[src/hw/rtl/fbdc_pkg.sv]
`timescale 1ns / 1ps

package fbdc_pkg;

	// Default word width of frequencies and powers
	localparam int DATA_WIDTH = 16;

	// Configuration port: six registers, one word apart
	localparam int APB_DATA_WIDTH = 32;
	localparam int APB_ADDR_WIDTH = 5;

	// Register reset values (Q3.12 power, mHz frequency)
	localparam int RST_POWER_UPPER      = 4096;
	localparam int RST_POWER_LOWER      = -4096;
	localparam int RST_FREQ_UPPER_UPPER = 200;
	localparam int RST_FREQ_UPPER_LOWER = 20;
	localparam int RST_FREQ_LOWER_UPPER = -20;
	localparam int RST_FREQ_LOWER_LOWER = -200;

	// Register map, word index
	typedef enum logic [2:0] {
		REG_POWER_UPPER      = 3'd0,
		REG_POWER_LOWER      = 3'd1,
		REG_FREQ_UPPER_UPPER = 3'd2,
		REG_FREQ_UPPER_LOWER = 3'd3,
		REG_FREQ_LOWER_UPPER = 3'd4,
		REG_FREQ_LOWER_LOWER = 3'd5
	} fbdc_reg_t;

	// Curve region, top down
	typedef enum logic [2:0] {
		RGN_HIGH_SAT  = 3'd0,
		RGN_HIGH_RAMP = 3'd1,
		RGN_DEADBAND  = 3'd2,
		RGN_LOW_RAMP  = 3'd3,
		RGN_LOW_SAT   = 3'd4
	} fbdc_region_t;

	// Control that travels alongside the ramp arithmetic
	typedef struct packed {
		fbdc_region_t region;
		logic         neg;
	} fbdc_ctl_t;

endpackage

[src/hw/rtl/fbdc_front.sv]
`timescale 1ns / 1ps

// Region decode (stage 1) and ramp operand set-up (stage 2)
module fbdc_front #(
	parameter int DATA_WIDTH = fbdc_pkg::DATA_WIDTH
) (
	input  logic                         clk,
	input  logic                         arst_n,
	input  logic                         adv,
	input  logic                         in_valid,
	input  logic signed [DATA_WIDTH-1:0] freq_deviation,
	input  logic signed [DATA_WIDTH-1:0] power_upper,
	input  logic signed [DATA_WIDTH-1:0] power_lower,
	input  logic signed [DATA_WIDTH-1:0] freq_upper_upper,
	input  logic signed [DATA_WIDTH-1:0] freq_upper_lower,
	input  logic signed [DATA_WIDTH-1:0] freq_lower_upper,
	input  logic signed [DATA_WIDTH-1:0] freq_lower_lower,
	output logic                         valid_s2,
	output logic [DATA_WIDTH-1:0]        mag_s2,
	output logic [DATA_WIDTH-1:0]        num_s2,
	output logic [DATA_WIDTH-1:0]        den_s2,
	output fbdc_pkg::fbdc_ctl_t          ctl_s2,
	output logic signed [DATA_WIDTH-1:0] direct_s2
);

	logic                         valid_s1;
	logic signed [DATA_WIDTH-1:0] freq_s1;
	fbdc_pkg::fbdc_region_t       region_s1;
	fbdc_pkg::fbdc_region_t       region_d;

	logic signed [DATA_WIDTH:0]   num_hi_d;
	logic signed [DATA_WIDTH:0]   den_hi_d;
	logic signed [DATA_WIDTH:0]   num_lo_d;
	logic signed [DATA_WIDTH:0]   den_lo_d;
	logic [DATA_WIDTH-1:0]        pow_d;
	logic [DATA_WIDTH-1:0]        mag_d;
	logic [DATA_WIDTH-1:0]        num_d;
	logic [DATA_WIDTH-1:0]        den_d;
	logic                         neg_d;
	logic signed [DATA_WIDTH-1:0] direct_d;

	// Top-down cascade of threshold tests
	always_comb begin
		if (freq_deviation > freq_upper_upper) begin
			region_d = fbdc_pkg::RGN_HIGH_SAT;
		end else if (freq_deviation > freq_upper_lower) begin
			region_d = fbdc_pkg::RGN_HIGH_RAMP;
		end else if (freq_deviation > freq_lower_upper) begin
			region_d = fbdc_pkg::RGN_DEADBAND;
		end else if (freq_deviation > freq_lower_lower) begin
			region_d = fbdc_pkg::RGN_LOW_RAMP;
		end else begin
			region_d = fbdc_pkg::RGN_LOW_SAT;
		end
	end

	// Differences are positive inside their ramp, so the low bits hold them unsigned
	assign num_hi_d = {freq_s1[DATA_WIDTH-1], freq_s1}
		- {freq_upper_lower[DATA_WIDTH-1], freq_upper_lower};
	assign den_hi_d = {freq_upper_upper[DATA_WIDTH-1], freq_upper_upper}
		- {freq_upper_lower[DATA_WIDTH-1], freq_upper_lower};
	assign num_lo_d = {freq_lower_upper[DATA_WIDTH-1], freq_lower_upper}
		- {freq_s1[DATA_WIDTH-1], freq_s1};
	assign den_lo_d = {freq_lower_upper[DATA_WIDTH-1], freq_lower_upper}
		- {freq_lower_lower[DATA_WIDTH-1], freq_lower_lower};

	always_comb begin
		pow_d    = '0;
		num_d    = '0;
		den_d    = {{(DATA_WIDTH-1){1'b0}}, 1'b1};
		direct_d = '0;
		case (region_s1)
			fbdc_pkg::RGN_HIGH_SAT: begin
				direct_d = power_lower;
			end
			fbdc_pkg::RGN_HIGH_RAMP: begin
				pow_d = power_lower;
				num_d = num_hi_d[DATA_WIDTH-1:0];
				den_d = den_hi_d[DATA_WIDTH-1:0];
			end
			fbdc_pkg::RGN_LOW_RAMP: begin
				pow_d = power_upper;
				num_d = num_lo_d[DATA_WIDTH-1:0];
				den_d = den_lo_d[DATA_WIDTH-1:0];
			end
			fbdc_pkg::RGN_LOW_SAT: begin
				direct_d = power_upper;
			end
			default: begin
				direct_d = '0;
			end
		endcase
		// Magnitude of the most negative power wraps onto its own unsigned value
		neg_d = pow_d[DATA_WIDTH-1];
		mag_d = neg_d ? (~pow_d + 1'b1) : pow_d;
	end

	always_ff @(posedge clk or negedge arst_n) begin
		if (!arst_n) begin
			valid_s1 <= 1'b0;
			valid_s2 <= 1'b0;
		end else if (adv) begin
			valid_s1 <= in_valid;
			valid_s2 <= valid_s1;
		end
	end

	always_ff @(posedge clk) begin
		if (adv) begin
			freq_s1          <= freq_deviation;
			region_s1        <= region_d;
			mag_s2           <= mag_d;
			num_s2           <= num_d;
			den_s2           <= den_d;
			ctl_s2.region    <= region_s1;
			ctl_s2.neg       <= neg_d;
			direct_s2        <= direct_d;
		end
	end

endmodule

[src/hw/rtl/fbdc_ramp.sv]
`timescale 1ns / 1ps

// Magnitude product, then a restoring divider that settles one quotient bit per stage
module fbdc_ramp #(
	parameter int DATA_WIDTH = fbdc_pkg::DATA_WIDTH
) (
	input  logic                         clk,
	input  logic                         arst_n,
	input  logic                         adv,
	input  logic                         in_valid,
	input  logic [DATA_WIDTH-1:0]        mag,
	input  logic [DATA_WIDTH-1:0]        num,
	input  logic [DATA_WIDTH-1:0]        den,
	input  fbdc_pkg::fbdc_ctl_t          ctl,
	input  logic signed [DATA_WIDTH-1:0] direct,
	output logic                         out_valid,
	output logic [DATA_WIDTH-1:0]        quo,
	output fbdc_pkg::fbdc_ctl_t          out_ctl,
	output logic signed [DATA_WIDTH-1:0] out_direct
);

	localparam int NSTG = DATA_WIDTH + 1;

	logic [2*DATA_WIDTH-1:0]      prod_d;

	logic                         vld_s    [NSTG];
	logic [DATA_WIDTH-1:0]        rem_s    [NSTG];
	logic [DATA_WIDTH-1:0]        lo_s     [NSTG];
	logic [DATA_WIDTH-1:0]        quo_s    [NSTG];
	logic [DATA_WIDTH-1:0]        den_s    [NSTG];
	fbdc_pkg::fbdc_ctl_t          ctl_s    [NSTG];
	logic signed [DATA_WIDTH-1:0] direct_s [NSTG];

	assign prod_d = mag * num;

	// Stage zero: the product splits into partial remainder and pending low bits.
	// num <= den keeps the quotient below 2^DATA_WIDTH, so the high half is below den.
	always_ff @(posedge clk or negedge arst_n) begin
		if (!arst_n) begin
			vld_s[0] <= 1'b0;
		end else if (adv) begin
			vld_s[0] <= in_valid;
		end
	end

	always_ff @(posedge clk) begin
		if (adv) begin
			rem_s[0]    <= prod_d[2*DATA_WIDTH-1:DATA_WIDTH];
			lo_s[0]     <= prod_d[DATA_WIDTH-1:0];
			quo_s[0]    <= '0;
			den_s[0]    <= den;
			ctl_s[0]    <= ctl;
			direct_s[0] <= direct;
		end
	end

	for (genvar k = 1; k < NSTG; k++) begin : g_div
		logic [DATA_WIDTH:0] trial;
		logic [DATA_WIDTH:0] diff;
		logic                ge;

		assign trial = {rem_s[k-1], lo_s[k-1][DATA_WIDTH-1]};
		assign diff  = trial - {1'b0, den_s[k-1]};
		assign ge    = (trial >= {1'b0, den_s[k-1]});

		always_ff @(posedge clk or negedge arst_n) begin
			if (!arst_n) begin
				vld_s[k] <= 1'b0;
			end else if (adv) begin
				vld_s[k] <= vld_s[k-1];
			end
		end

		always_ff @(posedge clk) begin
			if (adv) begin
				rem_s[k]    <= ge ? diff[DATA_WIDTH-1:0] : trial[DATA_WIDTH-1:0];
				lo_s[k]     <= {lo_s[k-1][DATA_WIDTH-2:0], 1'b0};
				quo_s[k]    <= {quo_s[k-1][DATA_WIDTH-2:0], ge};
				den_s[k]    <= den_s[k-1];
				ctl_s[k]    <= ctl_s[k-1];
				direct_s[k] <= direct_s[k-1];
			end
		end
	end

	assign out_valid  = vld_s[NSTG-1];
	assign quo        = quo_s[NSTG-1];
	assign out_ctl    = ctl_s[NSTG-1];
	assign out_direct = direct_s[NSTG-1];

endmodule

[src/hw/rtl/frequency_bias_droop_curve.sv]
`timescale 1ns / 1ps

// Channel   Handshake                  Beat payload
// freq      freq_valid / freq_ready    freq_deviation (signed, mHz)
// bias      bias_valid / bias_ready    power_bias (signed Q3.12), region
// config    psel/penable/pwrite/pready paddr, pwdata, prdata (APB-style, six words)
//
// One beat per cycle in and out while no bias beat is stalled; the restoring
// divider settles one quotient bit per stage.
// Reset clears every valid bit and loads the register defaults; no clearing pass.
// A stalled bias beat holds the whole pipeline, so freq_ready falls with it and
// nothing is dropped or repeated.
module frequency_bias_droop_curve #(
	parameter int DATA_WIDTH = fbdc_pkg::DATA_WIDTH
) (
	input  logic                                  clk,
	input  logic                                  arst_n,
	// frequency beats
	input  logic                                  freq_valid,
	output logic                                  freq_ready,
	input  logic signed [DATA_WIDTH-1:0]          freq_deviation,
	// bias beats
	output logic                                  bias_valid,
	input  logic                                  bias_ready,
	output logic signed [DATA_WIDTH-1:0]          power_bias,
	output logic [2:0]                            region,
	// configuration
	input  logic                                  psel,
	input  logic                                  penable,
	input  logic                                  pwrite,
	input  logic [fbdc_pkg::APB_ADDR_WIDTH-1:0]   paddr,
	input  logic [fbdc_pkg::APB_DATA_WIDTH-1:0]   pwdata,
	output logic [fbdc_pkg::APB_DATA_WIDTH-1:0]   prdata,
	output logic                                  pready
);

	localparam logic signed [DATA_WIDTH:0] SAT_HI = {2'b00, {(DATA_WIDTH-1){1'b1}}};
	localparam logic signed [DATA_WIDTH:0] SAT_LO = {2'b11, {(DATA_WIDTH-1){1'b0}}};

	// Configuration registers
	logic signed [DATA_WIDTH-1:0] power_upper_q;
	logic signed [DATA_WIDTH-1:0] power_lower_q;
	logic signed [DATA_WIDTH-1:0] freq_upper_upper_q;
	logic signed [DATA_WIDTH-1:0] freq_upper_lower_q;
	logic signed [DATA_WIDTH-1:0] freq_lower_upper_q;
	logic signed [DATA_WIDTH-1:0] freq_lower_lower_q;

	fbdc_pkg::fbdc_reg_t          reg_idx;
	logic                         wr_en;

	// Pipeline links
	logic                         adv;
	logic                         valid_s2;
	logic [DATA_WIDTH-1:0]        mag_s2;
	logic [DATA_WIDTH-1:0]        num_s2;
	logic [DATA_WIDTH-1:0]        den_s2;
	fbdc_pkg::fbdc_ctl_t          ctl_s2;
	logic signed [DATA_WIDTH-1:0] direct_s2;

	logic                         div_valid;
	logic [DATA_WIDTH-1:0]        div_quo;
	fbdc_pkg::fbdc_ctl_t          div_ctl;
	logic signed [DATA_WIDTH-1:0] div_direct;

	logic signed [DATA_WIDTH:0]   ramp_ext;
	logic signed [DATA_WIDTH:0]   ramp_signed;
	logic signed [DATA_WIDTH-1:0] ramp_sat;
	logic signed [DATA_WIDTH-1:0] bias_d;

	// Output register
	logic                         bias_valid_q;
	logic signed [DATA_WIDTH-1:0] power_bias_q;
	fbdc_pkg::fbdc_region_t       region_q;

	// ---------------------------------------------------------------------
	// Configuration port: zero-wait writes, word index from paddr[4:2]
	// ---------------------------------------------------------------------
	assign pready  = 1'b1;
	assign reg_idx = fbdc_pkg::fbdc_reg_t'(paddr[fbdc_pkg::APB_ADDR_WIDTH-1:2]);
	assign wr_en   = psel && penable && pwrite && pready;

	always_ff @(posedge clk or negedge arst_n) begin
		if (!arst_n) begin
			power_upper_q      <= DATA_WIDTH'(fbdc_pkg::RST_POWER_UPPER);
			power_lower_q      <= DATA_WIDTH'(fbdc_pkg::RST_POWER_LOWER);
			freq_upper_upper_q <= DATA_WIDTH'(fbdc_pkg::RST_FREQ_UPPER_UPPER);
			freq_upper_lower_q <= DATA_WIDTH'(fbdc_pkg::RST_FREQ_UPPER_LOWER);
			freq_lower_upper_q <= DATA_WIDTH'(fbdc_pkg::RST_FREQ_LOWER_UPPER);
			freq_lower_lower_q <= DATA_WIDTH'(fbdc_pkg::RST_FREQ_LOWER_LOWER);
		end else if (wr_en) begin
			unique case (reg_idx)
				fbdc_pkg::REG_POWER_UPPER:      power_upper_q      <= pwdata[DATA_WIDTH-1:0];
				fbdc_pkg::REG_POWER_LOWER:      power_lower_q      <= pwdata[DATA_WIDTH-1:0];
				fbdc_pkg::REG_FREQ_UPPER_UPPER: freq_upper_upper_q <= pwdata[DATA_WIDTH-1:0];
				fbdc_pkg::REG_FREQ_UPPER_LOWER: freq_upper_lower_q <= pwdata[DATA_WIDTH-1:0];
				fbdc_pkg::REG_FREQ_LOWER_UPPER: freq_lower_upper_q <= pwdata[DATA_WIDTH-1:0];
				fbdc_pkg::REG_FREQ_LOWER_LOWER: freq_lower_lower_q <= pwdata[DATA_WIDTH-1:0];
				default: begin
					// drop writes to unmapped words
				end
			endcase
		end
	end

	// Read back sign-extended to the bus width
	always_comb begin
		unique case (reg_idx)
			fbdc_pkg::REG_POWER_UPPER:      prdata = 32'(power_upper_q);
			fbdc_pkg::REG_POWER_LOWER:      prdata = 32'(power_lower_q);
			fbdc_pkg::REG_FREQ_UPPER_UPPER: prdata = 32'(freq_upper_upper_q);
			fbdc_pkg::REG_FREQ_UPPER_LOWER: prdata = 32'(freq_upper_lower_q);
			fbdc_pkg::REG_FREQ_LOWER_UPPER: prdata = 32'(freq_lower_upper_q);
			fbdc_pkg::REG_FREQ_LOWER_LOWER: prdata = 32'(freq_lower_lower_q);
			default:                        prdata = '0;
		endcase
	end

	// ---------------------------------------------------------------------
	// Pipeline: every stage moves together; hold all of it while the output
	// register is full and not being taken.
	// ---------------------------------------------------------------------
	assign adv        = !bias_valid_q || bias_ready;
	assign freq_ready = adv;

	fbdc_front #(
		.DATA_WIDTH(DATA_WIDTH)
	) u_front (
		.clk              (clk),
		.arst_n           (arst_n),
		.adv              (adv),
		.in_valid         (freq_valid),
		.freq_deviation   (freq_deviation),
		.power_upper      (power_upper_q),
		.power_lower      (power_lower_q),
		.freq_upper_upper (freq_upper_upper_q),
		.freq_upper_lower (freq_upper_lower_q),
		.freq_lower_upper (freq_lower_upper_q),
		.freq_lower_lower (freq_lower_lower_q),
		.valid_s2         (valid_s2),
		.mag_s2           (mag_s2),
		.num_s2           (num_s2),
		.den_s2           (den_s2),
		.ctl_s2           (ctl_s2),
		.direct_s2        (direct_s2)
	);

	fbdc_ramp #(
		.DATA_WIDTH(DATA_WIDTH)
	) u_ramp (
		.clk        (clk),
		.arst_n     (arst_n),
		.adv        (adv),
		.in_valid   (valid_s2),
		.mag        (mag_s2),
		.num        (num_s2),
		.den        (den_s2),
		.ctl        (ctl_s2),
		.direct     (direct_s2),
		.out_valid  (div_valid),
		.quo        (div_quo),
		.out_ctl    (div_ctl),
		.out_direct (div_direct)
	);

	// Restore the sign, saturate, and pick the ramp or the flat value.
	// The quotient never exceeds the power magnitude, so the clamp is a guard.
	assign ramp_ext    = {1'b0, div_quo};
	assign ramp_signed = div_ctl.neg ? -ramp_ext : ramp_ext;

	always_comb begin
		if (ramp_signed > SAT_HI) begin
			ramp_sat = SAT_HI[DATA_WIDTH-1:0];
		end else if (ramp_signed < SAT_LO) begin
			ramp_sat = SAT_LO[DATA_WIDTH-1:0];
		end else begin
			ramp_sat = ramp_signed[DATA_WIDTH-1:0];
		end
	end

	always_comb begin
		case (div_ctl.region) inside
			fbdc_pkg::RGN_HIGH_RAMP, fbdc_pkg::RGN_LOW_RAMP: bias_d = ramp_sat;
			default:                                          bias_d = div_direct;
		endcase
	end

	always_ff @(posedge clk or negedge arst_n) begin
		if (!arst_n) begin
			bias_valid_q <= 1'b0;
		end else if (adv) begin
			bias_valid_q <= div_valid;
		end
	end

	always_ff @(posedge clk) begin
		if (adv) begin
			power_bias_q <= bias_d;
			region_q     <= div_ctl.region;
		end
	end

	assign bias_valid = bias_valid_q;
	assign power_bias = power_bias_q;
	assign region     = region_q;

endmodule

[config.mk]
export PLATFORM = sky130hd
export DESIGN_NAME = frequency_bias_droop_curve
export DESIGN_NICKNAME = d
export VERILOG_FILES = /design/src/hw/rtl/fbdc_pkg.sv /design/src/hw/rtl/fbdc_front.sv /design/src/hw/rtl/fbdc_ramp.sv /design/src/hw/rtl/frequency_bias_droop_curve.sv
export SDC_FILE = /design/constraint.sdc
export NUM_CORES = 2
export LEC_CHECK = 0
export ABC_CLOCK_PERIOD_IN_PS = 48000
export BUFFER_PORTS_ARGS = -buffer_cell sky130_fd_sc_hd__buf_2
export CAP_MARGIN = 0
export CORE_AREA = 2 2 493 495
export DETAILED_ROUTE_END_ITERATION = 6
export DIE_AREA = 0 0 495 497
export SYNTH_ARGS = -nofsm -noshare
export SYNTH_HDL_FRONTEND = slang
export SYNTH_HIERARCHICAL = 1
export SYNTH_SLANG_ARGS = --single-unit
[constraint.sdc]
create_clock -name clk -period 48 [get_ports clk]
set_clock_uncertainty 0.1 [all_clocks]
set_input_delay 4.8 -clock clk [delete_from_list [all_inputs] [get_ports clk]]
set_output_delay 4.8 -clock clk [all_outputs]
set_load 0.03 [all_outputs]
==> flow_summary.toml <==
[global_route]
grt_overflow = 0
antenna_found_initial = 2
grt_pass1_wl_mm = 237
first_global_vias = 44300
track_usage = 0.120
grt_max_degree = 183

[hold_path]
min_path_cells = 0
min_to = "u_ramp/lo_s[0][44]"
hp-start = "u_ramp/lo_s[0][28]"
hp-class = "flop to flop"

[cells_and_area]
layout_common_cells = "edfxtp_1 (1,230), inv_1 (678), ha_1 (486)"
area_delta_synth_final_pct = 11.9
fin_nets = 6486
drive_gt1_frac = 0.118
layout_commonest_cell = "edfxtp_1"
num-fill-cells = 23500

[timing]
fmax_mhz = 86.4
relSlewSlack = 0.241
grt_setup_unrepaired = "false"
final-setup-viol-count = 0
period_share = 0.241
period_needed_ns = 11.58
tns_ns = 0
hold_violations = 0
worstMarginPinSlew_ns = 1.14
drv_slew = 0

[critical_path]
cp.arrival_ns = 6.68
startpoint_type = "input port"
crit_slowest_cell = "and3b_1"
required_ns = 43.10
crit_top_cell = "buf_2"
max_stage_delay_ns = 0.83
cp_cell_sequence = "buf_2, and3b_1, a22oi_1, nand3_1, buf_2"
r2r_start = "u_front/mag_s2[9]"
path_class = "input port to output pin"
reg2reg_depth = 19
cp_max_fo = 17
r2r_setup_slack_ns = 40.88
r2r_end = "u_ramp/rem_s[0][12]"
endpoint_kind = "output pin"

[logic_synthesis]
netlist_area_um2 = 71800
synth_fp_nets = 6359
yosys-top-cells-area = "edfxtp_1 (51%), ha_1 (8.5%), fa_1 (5.9%)"
syn_inst = 5600
ys.flop_type = "edfxtp_1"
yosys_warnings = 6
synth_top_area_share = 0.514
ys_types = 92
yosysTopAreaCell = "edfxtp_1"
synth-seq-cells = 1346
async_flop_share = 0.0862
syn_area_per_cell_um2 = 12.8
seq_area_frac_synth = 0.555
synth_edf_count = 1230

[placed_design]
io_buffer_count = 94
gp_congestion = 0.901
hpwl_mm = 109

[flow_run]
drv_cap = 0

[detailed_routing]
vias_per_cell = 4.72
routed_wirelength_mm = 150
wl_per_cell_um = 16.6
drtIter0Drc = 2751
via_count = 42600
first_pass_iters = 6
antenna_left = 0
drt_drc_violations_left = 0

[floorplan]
ios = 114
core_um2 = 240000
die_y_um = 497
die_area_um2 = 246000
start_util = 0.299
die_width_um = 495
row_count = 180

[clocking]
clock_sinks = 1346
cts_root_buf = "clkbuf_16"
cts-buffers-inserted = 138
cts-resized-gates = 0
clk_path_buf_depth = 3
postCtsSetupRepairBufs = 0
htreeDepth = 4
insertion_delay_ns = 0.77
tritoncts = "yes"
cts_hold_buf = 0
path_clk_slew_ns = 0.06

[outcome]
status = "finished, final reports clean"
## metal layers
layer / vias to the layer above / GRT usage / routed length (um)
met5: - / 0 / 0
met4: 0 / 0.0458 / 5320
met3: 313 / 0.0222 / 6520
met2: 902 / 0.212 / 74900
met1: 21000 / 0.143 / 62800
li1: 20400 / - / -
## cells in the mapped netlist (69+ instances only)
| master | count |
|---|---|
| mux2i_1 | 69 |
| a21o_1 | 102 |
| nand3_1 | 79 |
| clkbuf_1 | 89 |
| mux2_2 | 271 |
| nand2_1 | 306 |
| edfxtp_1 | 1230 |
| a21oi_1 | 271 |
| xnor2_1 | 184 |
| xor2_1 | 76 |
| dfrtp_1 | 82 |
| inv_1 | 678 |
| and2_1 | 135 |
| nor2_1 | 262 |
| ha_1 | 486 |
| o21ai_0 | 178 |
| fa_1 | 213 |
## cell families (layout without fill, tap and decap cells)
kind of cell	after synthesis	after routing	share of synthesized area
AOI/OAI and AO/OA	995	995	0.0927
muxes	357	357	0.0548
other	1	3	0.0000522
and+or+nand+nor	1122	1122	0.0766
adders and majority gates	699	699	0.144
xor gates and xnor gates	260	260	0.0317
buffers and inverters	820	1053	0.0447
DFF	1346	1346	0.555
## worst max-delay path by stage
| stage | endpoint | slack (ns) | startpoint |
|---|---|---|---|
| after detailed placement | prdata[16] | 36.48 | paddr[3] |
| after global placement | prdata[15] | 36.52 | paddr[3] |
| after CTS | prdata[16] | 36.47 | paddr[3] |
| after global routing | prdata[28] | 36.33 | paddr[3] |
| after floorplan | freq_ready | 8.78 | bias_ready |
| final | prdata[28] | 36.42 | paddr[3] |
## flip-flops by register name, summed over array words and instances (netlist names), 68 cells and up
register and count:
u_ramp/quo_s 136, u_ramp/lo_s 136, u_ramp/den_s 256, u_ramp/rem_s 256, u_ramp/direct_s 272, u_ramp/ctl_s 68
## area by class of cell
type	instances	area, um^2	share of cell area
sequential	1346	39900	0.496
antenna	2	5.00	0.0000623
timing repair buffer	127	733	0.00913
clock buffer	182	3760	0.0469
tap	3185	3990	0.0496
clock inverter	64	641	0.00797
multi-input combinational	3434	28800	0.358
inverter	680	2550	0.0318
## worst max-delay path, delay by kind of cell
kind / cells / cell delay [ns]
AO/OA/AOI/OAI: 1 / 0.21
buffers and inverters: 2 / 0.44
AND/OR/NAND/NOR: 2 / 1.22
## through the flow
stage | instance area (um^2) | instances | utilization | setup slack, ns | hold slack, ns
final | 80300 | 9020 | 0.335 | 36.42 | 0.255
after global routing | 80300 | 9020 | 0.335 | 36.33 | 0.259
after CTS | 80300 | 9018 | 0.335 | 36.47 | 0.247
after detailed placement | 75900 | 8772 | 0.316 | 36.48 | 0.305
after global placement | 75900 | 8772 | 0.316 | 36.52 | 0.300
after floorplan | 71800 | 5600 | - | 8.78 | 0.300
Power is left out: the tool's default activity adds up to more than one toggle a clock period on the data nets, which glitch-free logic cannot reach.
